[config.mk]
export PLATFORM = sky130hd
export DESIGN_NAME = http_chunked_body_decoder_core_flat
export DESIGN_NICKNAME = d
export VERILOG_FILES = /design/src/hcbd_pkg.sv /design/src/hcbd_req_if.sv /design/src/hcbd_rsp_if.sv /design/src/hcbd_parser.sv /design/src/http_chunked_body_decoder_core.sv /design/src/flat_wrapper.sv
export SDC_FILE = /design/constraint.sdc
export NUM_CORES = 1
export LEC_CHECK = 0
export ABC_AREA = 1
export BUFFER_PORTS_ARGS = -buffer_cell sky130_fd_sc_hd__buf_2
export CAP_MARGIN = 20
export CORE_UTILIZATION = 50
export DETAILED_ROUTE_END_ITERATION = 7
export PLACE_DENSITY_LB_ADDON = 0.25
export SKIP_CTS_REPAIR_TIMING = 1
export SLEW_MARGIN = 20
export SYNTH_ARGS = -nofsm -noshare
export SYNTH_HDL_FRONTEND = slang
export SYNTH_HIERARCHICAL = 1
export SYNTH_SLANG_ARGS = --single-unit
[constraint.sdc]
create_clock -name clock -period 3.2 [get_ports clock]
set_input_delay 0 -clock clock [delete_from_list [all_inputs] [get_ports clock]]
set_output_delay 0 -clock clock [all_outputs]
set_load 0.02 [all_outputs]
[src/hcbd_pkg.sv]
package hcbd_pkg;

   localparam int unsigned BODY_TOTAL_BITS = 32;
   localparam logic [BODY_TOTAL_BITS-1:0] MAX_BODY_RESET = 32'd1000000;

   localparam logic [7:0] CH_CR = 8'h0D;
   localparam logic [7:0] CH_LF = 8'h0A;

   typedef enum logic [1:0] {
      ERR_NONE      = 2'd0,
      ERR_TOO_LARGE = 2'd1,
      ERR_SIZE_OVF  = 2'd2
   } err_code_type;

   typedef struct packed {
      logic         body_valid;
      logic [7:0]   body_byte;
      logic         finished;
      err_code_type error_code;
   } rsp_type;

endpackage

[src/hcbd_req_if.sv]
interface hcbd_req_if;
   logic       valid;
   logic       ready;
   logic [7:0] data_byte;
   logic       new_message;

   modport source (output valid, output data_byte, output new_message, input ready);
   modport sink   (input valid, input data_byte, input new_message, output ready);
endinterface

[src/hcbd_rsp_if.sv]
interface hcbd_rsp_if;
   logic       valid;
   logic       ready;
   logic       body_valid;
   logic [7:0] body_byte;
   logic       finished;
   logic [1:0] error_code;

   modport source (output valid, output body_valid, output body_byte, output finished,
                   output error_code, input ready);
   modport sink   (input valid, input body_valid, input body_byte, input finished,
                   input error_code, output ready);
endinterface

[src/hcbd_parser.sv]
module hcbd_parser #(
   parameter int unsigned SIZE_BITS = 32
) (
   input  logic                                    clock,
   input  logic                                    reset,
   input  logic                                    step,
   input  logic [7:0]                              data_byte,
   input  logic                                    new_message,
   input  logic [hcbd_pkg::BODY_TOTAL_BITS-1:0]    max_body,
   output hcbd_pkg::rsp_type                       result
);

   typedef enum logic [1:0] {
      PH_SIZE = 2'd0,
      PH_DATA = 2'd1,
      PH_SKIP = 2'd2,
      PH_DONE = 2'd3
   } phase_type;

   phase_type                              phase_ff, phase_in;
   logic                                   cr_pending_ff, cr_pending_in;
   logic [SIZE_BITS-1:0]                   chunk_size_ff, chunk_size_in;
   logic [SIZE_BITS-1:0]                   chunk_count_ff, chunk_count_in;
   logic [hcbd_pkg::BODY_TOTAL_BITS-1:0]   body_total_ff, body_total_in;
   hcbd_pkg::err_code_type                 error_ff, error_in;

   // state as seen by this byte, after an optional new-message clear
   phase_type                              cur_phase;
   logic                                   cur_cr;
   logic [SIZE_BITS-1:0]                   cur_size;
   logic [SIZE_BITS-1:0]                   cur_count;
   logic [hcbd_pkg::BODY_TOTAL_BITS-1:0]   cur_total;
   hcbd_pkg::err_code_type                 cur_error;

   logic [4:0]                             hex;
   logic [SIZE_BITS:0]                     count_next;
   logic                                   out_valid;

   function automatic logic [4:0] hex_decode(input logic [7:0] c);
      logic [4:0] r;
      r = 5'd0;
      if (c inside {[8'h30:8'h39]}) begin
         r = {1'b1, 4'(c - 8'h30)};
      end else if (c inside {[8'h41:8'h46]}) begin
         r = {1'b1, 4'(c - 8'h37)};
      end else if (c inside {[8'h61:8'h66]}) begin
         r = {1'b1, 4'(c - 8'h57)};
      end
      return r;
   endfunction

   always_comb begin
      cur_phase = new_message ? PH_SIZE : phase_ff;
      cur_cr    = new_message ? 1'b0 : cr_pending_ff;
      cur_size  = new_message ? '0 : chunk_size_ff;
      cur_count = new_message ? '0 : chunk_count_ff;
      cur_total = new_message ? '0 : body_total_ff;
      cur_error = new_message ? hcbd_pkg::ERR_NONE : error_ff;

      hex        = hex_decode(data_byte);
      count_next = {1'b0, cur_count} + {{SIZE_BITS{1'b0}}, 1'b1};

      phase_in       = cur_phase;
      cr_pending_in  = cur_cr;
      chunk_size_in  = cur_size;
      chunk_count_in = cur_count;
      body_total_in  = cur_total;
      error_in       = cur_error;
      out_valid      = 1'b0;

      if (cur_error == hcbd_pkg::ERR_NONE) begin
         case (cur_phase)
            PH_SIZE: begin
               if (data_byte == hcbd_pkg::CH_LF && cur_cr) begin
                  cr_pending_in = 1'b0;
                  if (cur_size == '0) begin
                     phase_in = PH_DONE;
                  end else begin
                     phase_in       = PH_DATA;
                     chunk_count_in = '0;
                  end
               end else begin
                  cr_pending_in = (data_byte == hcbd_pkg::CH_CR);
                  if (hex[4]) begin
                     // another digit would shift set bits out of the size
                     if (|cur_size[SIZE_BITS-1 -: 4]) begin
                        error_in = hcbd_pkg::ERR_SIZE_OVF;
                     end else begin
                        chunk_size_in = {cur_size[SIZE_BITS-5:0], hex[3:0]};
                     end
                  end
               end
            end
            PH_DATA: begin
               if (cur_total >= max_body) begin
                  error_in = hcbd_pkg::ERR_TOO_LARGE;
               end else begin
                  out_valid      = 1'b1;
                  body_total_in  = cur_total
                                 + {{(hcbd_pkg::BODY_TOTAL_BITS-1){1'b0}}, 1'b1};
                  chunk_count_in = count_next[SIZE_BITS-1:0];
                  if (count_next >= {1'b0, cur_size}) begin
                     phase_in      = PH_SKIP;
                     cr_pending_in = 1'b0;
                  end
               end
            end
            PH_SKIP: begin
               if (data_byte == hcbd_pkg::CH_LF && cur_cr) begin
                  cr_pending_in  = 1'b0;
                  phase_in       = PH_SIZE;
                  chunk_size_in  = '0;
                  chunk_count_in = '0;
               end else begin
                  cr_pending_in = (data_byte == hcbd_pkg::CH_CR);
               end
            end
            default: begin
               // finished: hold everything until a new message
            end
         endcase
      end

      result.body_valid = out_valid;
      result.body_byte  = out_valid ? data_byte : 8'd0;
      result.finished   = (phase_in == PH_DONE);
      result.error_code = error_in;
   end

   always_ff @(posedge clock) begin
      if (reset) begin
         phase_ff       <= PH_SIZE;
         cr_pending_ff  <= 1'b0;
         chunk_size_ff  <= '0;
         chunk_count_ff <= '0;
         body_total_ff  <= '0;
         error_ff       <= hcbd_pkg::ERR_NONE;
      end else if (step) begin
         phase_ff       <= phase_in;
         cr_pending_ff  <= cr_pending_in;
         chunk_size_ff  <= chunk_size_in;
         chunk_count_ff <= chunk_count_in;
         body_total_ff  <= body_total_in;
         error_ff       <= error_in;
      end
   end

   a_data_count_below_size: assert property (@(posedge clock) disable iff (reset)
      phase_ff == PH_DATA |-> chunk_count_ff < chunk_size_ff)
      else $error("chunk count reached chunk size while still in payload");

   a_error_sticky: assert property (@(posedge clock) disable iff (reset)
      step && !new_message && error_ff != hcbd_pkg::ERR_NONE |=>
      error_ff == $past(error_ff))
      else $error("error cleared without a new message");

   a_no_payload_on_error: assert property (@(posedge clock) disable iff (reset)
      step && result.body_valid |-> result.error_code == hcbd_pkg::ERR_NONE)
      else $error("payload byte passed out together with an error");

   a_no_payload_when_done: assert property (@(posedge clock) disable iff (reset)
      step && result.finished |-> !result.body_valid)
      else $error("payload byte passed out after the last chunk");

endmodule

[src/http_chunked_body_decoder_core.sv]
// Chunked body decoder: takes one raw body byte per transfer on req_chan and returns
// exactly one result per byte on rsp_chan (payload byte with body_valid, finished, sticky
// error code). Each byte is decoded combinationally against the parser state and lands in
// the result register, so a new byte is taken every clock as long as the result side keeps
// up; throughput is one byte per cycle. Set new_message on the first byte of each body to
// clear all parser state. csr_wr_data is the body size limit, to be written only while no
// bytes are in flight. SIZE_BITS sets the widest chunk length.
module http_chunked_body_decoder_core #(
   parameter int unsigned SIZE_BITS = 32
) (
   input  logic                                  clock,
   input  logic                                  reset,
   hcbd_req_if.sink                              req_chan,
   hcbd_rsp_if.source                            rsp_chan,
   input  logic                                  csr_wr_en,
   input  logic [hcbd_pkg::BODY_TOTAL_BITS-1:0]  csr_wr_data
);

   logic [hcbd_pkg::BODY_TOTAL_BITS-1:0] max_body_ff;
   hcbd_pkg::rsp_type                    rsp_ff;
   logic                                 rsp_valid_ff;
   hcbd_pkg::rsp_type                    result;
   logic                                 accept;

   assign req_chan.ready = !rsp_valid_ff || rsp_chan.ready;
   assign accept         = req_chan.valid && req_chan.ready;

   hcbd_parser #(
      .SIZE_BITS (SIZE_BITS)
   ) u_parser (
      .clock       (clock),
      .reset       (reset),
      .step        (accept),
      .data_byte   (req_chan.data_byte),
      .new_message (req_chan.new_message),
      .max_body    (max_body_ff),
      .result      (result)
   );

   always_ff @(posedge clock) begin
      if (reset) begin
         max_body_ff <= hcbd_pkg::MAX_BODY_RESET;
      end else if (csr_wr_en) begin
         max_body_ff <= csr_wr_data;
      end
   end

   // hold the result until its transfer, refill on each accepted byte
   always_ff @(posedge clock) begin
      if (reset) begin
         rsp_valid_ff <= 1'b0;
      end else if (accept) begin
         rsp_valid_ff <= 1'b1;
      end else if (rsp_chan.ready) begin
         rsp_valid_ff <= 1'b0;
      end
   end

   always_ff @(posedge clock) begin
      if (accept) begin
         rsp_ff <= result;
      end
   end

   assign rsp_chan.valid      = rsp_valid_ff;
   assign rsp_chan.body_valid = rsp_ff.body_valid;
   assign rsp_chan.body_byte  = rsp_ff.body_byte;
   assign rsp_chan.finished   = rsp_ff.finished;
   assign rsp_chan.error_code = rsp_ff.error_code;

endmodule
[src/flat_wrapper.sv]
// flat-port wrapper written by rule: the top's interface ports become plain ports
module http_chunked_body_decoder_core_flat 
#(
   parameter int unsigned SIZE_BITS = 32
)
  (clock, reset, csr_wr_en, csr_wr_data, req_chan_valid, req_chan_data_byte, req_chan_new_message, req_chan_ready, rsp_chan_valid, rsp_chan_body_valid, rsp_chan_body_byte, rsp_chan_finished, rsp_chan_error_code, rsp_chan_ready);
  hcbd_req_if req_chan_i ();
  hcbd_rsp_if rsp_chan_i ();
  input  logic clock;
  input  logic reset;
  input  logic csr_wr_en;
  input  logic [hcbd_pkg::BODY_TOTAL_BITS-1:0] csr_wr_data;
  input wire logic [$bits(req_chan_i.valid)-1:0] req_chan_valid;
  input wire logic [$bits(req_chan_i.data_byte)-1:0] req_chan_data_byte;
  input wire logic [$bits(req_chan_i.new_message)-1:0] req_chan_new_message;
  output wire logic [$bits(req_chan_i.ready)-1:0] req_chan_ready;
  output wire logic [$bits(rsp_chan_i.valid)-1:0] rsp_chan_valid;
  output wire logic [$bits(rsp_chan_i.body_valid)-1:0] rsp_chan_body_valid;
  output wire logic [$bits(rsp_chan_i.body_byte)-1:0] rsp_chan_body_byte;
  output wire logic [$bits(rsp_chan_i.finished)-1:0] rsp_chan_finished;
  output wire logic [$bits(rsp_chan_i.error_code)-1:0] rsp_chan_error_code;
  input wire logic [$bits(rsp_chan_i.ready)-1:0] rsp_chan_ready;
  assign req_chan_i.valid = req_chan_valid;
  assign req_chan_i.data_byte = req_chan_data_byte;
  assign req_chan_i.new_message = req_chan_new_message;
  assign req_chan_ready = req_chan_i.ready;
  assign rsp_chan_valid = rsp_chan_i.valid;
  assign rsp_chan_body_valid = rsp_chan_i.body_valid;
  assign rsp_chan_body_byte = rsp_chan_i.body_byte;
  assign rsp_chan_finished = rsp_chan_i.finished;
  assign rsp_chan_error_code = rsp_chan_i.error_code;
  assign rsp_chan_i.ready = rsp_chan_ready;
  http_chunked_body_decoder_core #(.SIZE_BITS(SIZE_BITS)) u_core (.clock(clock), .reset(reset), .req_chan(req_chan_i), .rsp_chan(rsp_chan_i), .csr_wr_en(csr_wr_en), .csr_wr_data(csr_wr_data));
endmodule
==> impl_metrics.json <==
{
  "cts_tree": "done",
  "fin_skew_ns": 0.01339,
  "io_buffers": 59,
  "row_count": 54,
  "routabilityCongestion": 0.9187,
  "synth.distinct_cells": 51,
  "synth_area_sq_um": 11350,
  "fill_cells": 1996,
  "cts-root-buf": "clkbuf_16",
  "synthTopCellsByCount": "295 x nand2_1, 278 x inv_1, 249 x nor2_1",
  "rr_endpoint": "u_core/rsp_chan.finished$_DFFE_PP_",
  "dp_hpwl_microns": 23400,
  "ys_top_cells_by_area": "dfxtp_1 24%, nand2_1 9.8%, inv_1 9.2%",
  "grt.total_usage": 0.2846,
  "insertedDiodeCount": 0,
  "finalWirelength_microns": 33740,
  "routed_via_density": 5.499,
  "hold_class": "input port to flop",
  "start_kind": "flop",
  "pwr-share-clk": 0.405,
  "initial_core_util": 0.5152,
  "finalWorstSetupSlack_ns": -0.1472,
  "yosysWarnings": 6,
  "crit_start": "u_core/u_parser/chunk_count_ff[0]$_SDFFE_PP0P_",
  "relSlewSlack": 0.3535,
  "p_comb_frac": 0.200,
  "yosys.cell_count.top_type": "nand2_1",
  "grt_pass1_wl_microns": 54270,
  "layout.cells.non_filler": 2219,
  "critPathRequiredTime_ns": 3.39,
  "drc": 5,
  "fp.dieArea_sq_um": 23300,
  "peakVddDrop_v": 0.0003586,
  "die_h_microns": 152.6,
  "synth_ff_type": "dfxtp_1",
  "endpoint": "u_core/rsp_chan.finished$_DFFE_PP_",
  "clk_pin_slew_ns": 0.07,
  "numCtsBuffers": 17,
  "dp.cells": 2137,
  "cp.arrival_ns": 3.54,
  "first_global_vias": 11080,
  "worstHoldPathCells": 3,
  "p_per_area_nw_per_um2": 365.3,
  "cellInternalPower_w": 0.003356,
  "synthArstFlopShare": 0,
  "worst_slew_pin_slew_ns": 0.9687,
  "clock_latency_ns": 0.44,
  "leakagePower_nw": 6.227,
  "seqPwrFrac": 0.395,
  "cts_sinks": 146,
  "first_pass_iters": 8,
  "areaGrowthSynthToFinish_pct": 21.09,
  "fp.dieW_microns": 152.6,
  "vias": 12200,
  "htree_levels": 4,
  "path_class": "flop to flop",
  "power_w": 0.005020,
  "netSwitchingFraction": 0.3314,
  "maxCapViolations": 0,
  "io_pins": 60,
  "drt-initial-drc-count": 1077,
  "rr_worst_depth": 23,
  "end_kind": "flop",
  "crit_fanout": 3,
  "rsz0062_at_grt": "yes",
  "switching_power_w": 0.001664,
  "final_antenna_net_count": 0,
  "finalMaxSlewViolations": 0,
  "synth-edff-count": 12,
  "fin_crit_sh": 1.046,
  "reg2reg_setup_slack_ns": -0.15,
  "cts_buffer_depth": 2,
  "antenna_found_initial": 0,
  "fmax_mhz": 298.8,
  "violations": "DRC, hold timing, setup timing",
  "synth_seq_cells": 146,
  "fin_nets": 2042,
  "avgSynthCellArea_sq_um": 6.322,
  "setup-violations-final": 3,
  "run_status": "complete, but fails checks",
  "yosysSeqAreaShare": 0.2682,
  "netlist_instances": 1795,
  "r2r-start": "u_core/u_parser/chunk_count_ff[0]$_SDFFE_PP0P_",
  "fin_crit_ns": 3.347,
  "synth_top_area_share": 0.2364,
  "core_area_sq_um": 22030,
  "multi_input_area_sq_um": 7096,
  "hold_viol_final": 4,
  "grt_max_degree": 64,
  "synth_top_area_cell": "dfxtp_1",
  "whs_ns": -0.03585,
  "drive_above_1_share": 0.1728,
  "synth_nets": 1911,
  "grt_overflow_total": 0,
  "regArea_sq_um": 3045,
  "wl_per_cell_microns": 15.20
}
-- state kept, by name, indices dropped and copies added, names as in the netlist --
register                        flops
u_core/max_body_ff                 32
u_core/rsp_chan.body_valid          1
u_core/u_parser/cr_pending_ff       1
u_core/u_parser/body_total_ff      32
u_core/rsp_chan.valid               1
u_core/rsp_chan.finished            1
u_core/u_parser/error_ff            2
u_core/u_parser/phase_ff            2
u_core/rsp_chan.error_code          2
u_core/rsp_chan.body_byte           8
u_core/u_parser/chunk_size_ff      32
u_core/u_parser/chunk_count_ff     32
-- per-stage QoR --
stage | hold WS [ns] | TNS, ns | worst slack [ns] | util | instance area (sq um)
after floorplan | 0.06907 | -0.03503 | -0.03503 | - | 11420
after global placement | 0.2128 | -0.2777 | -0.1371 | 0.5618 | 12370
after detailed placement | 0.2162 | -0.5623 | -0.2323 | 0.5618 | 12370
after CTS | -0.2462 | -0.6750 | -0.2612 | 0.5887 | 12970
after global routing | 0.002510 | -1.042 | -0.3186 | 0.6238 | 13740
final | -0.03585 | -0.3133 | -0.1472 | 0.6238 | 13740
-- routing by layer --
metal,part of all wire,track usage,vias to the layer above
li1,-,-,6072
met1,0.45,0.3918,5562
met2,0.45,0.4548,499
met3,0.075,0.04295,70
met4,0.024,0.09187,0
met5,0,0,-
-- power groups by stage --
| stage | combinational, W | clock, W | sequential, W |
|---|---|---|---|
| after floorplan | 0.000624 | 0 | 0.00202 |
| after global placement | 0.000877 | 0 | 0.00202 |
| after detailed placement | 0.000892 | 0 | 0.00202 |
| after CTS | 0.000899 | 0.00206 | 0.00198 |
| after global routing | 0.00111 | 0.00213 | 0.00199 |
| final | 0.00101 | 0.00203 | 0.00198 |
-- cells by family after synthesis --
family	count (synthesis)	synth area share
compound gates	436	0.2073
xor+xnor	32	0.02470
fa+ha+maj	70	0.07719
buf+inv	382	0.1362
flops	146	0.2682
simple gates	729	0.2865
-- critical path, cell delays in order (launching register included) --
cell and delay [ns]:
dfxtp_2 0.33, nand2_2 0.07, buf_6 0.13, nor3_4 0.23
nand2_4 0.12, nor2_8 0.15, nand2_4 0.07, nor2_4 0.14
buf_4 0.14, xor2_2 0.07, ha_1 0.29, nand2_1 0.07
nor2_2 0.12, nand2_1 0.09, buf_4 0.15, nor4_4 0.22
nand4_1 0.11, and3_4 0.19, nand2_4 0.09, nand2_4 0.05
nand2_2 0.06, nand2_2 0.06, o21ai_2 0.08, nor2_1 0.06
-- layout by cell type (no fill, tap or decap), types with 19 or more instances in the layout --
cell	count
buf_4	92
inv_2	21
dfxtp_1	132
inv_1	274
nand2_1	287
nor2_2	23
buf_2	58
dlygate4sd3_1	38
nor3_1	23
xor2_1	19
a21oi_1	192
nor2_1	243
nand3_1	60
o21ai_0	172
o22ai_1	26
ha_1	65
-- layout make-up --
cell class,count,share of cell area
Clock buffer,17,0.03096
Multi-Input combinational cell,1267,0.5164
Sequential cell,146,0.2216
Inverter,296,0.08104
Tap cell,280,0.02550
Clock inverter,15,0.01211
Timing Repair Buffer,198,0.1124
-- worst min path at each step --
stage / startpoint / to
after detailed placement: csr_wr_data[19] / u_core/max_body_ff[19]$_SDFFE_PP1P_
after global routing: req_chan_data_byte[2] / u_core/rsp_chan.body_byte[2]$_DFFE_PP_
after CTS: csr_wr_data[14] / u_core/max_body_ff[14]$_SDFFE_PP1P_
final: req_chan_data_byte[3] / u_core/rsp_chan.body_byte[3]$_DFFE_PP_
after floorplan: reset / u_core/rsp_chan.valid$_SDFFE_PP0P_
after global placement: csr_wr_data[19] / u_core/max_body_ff[19]$_SDFFE_PP1P_
Note: power is estimated with default switching activity, not from simulation.
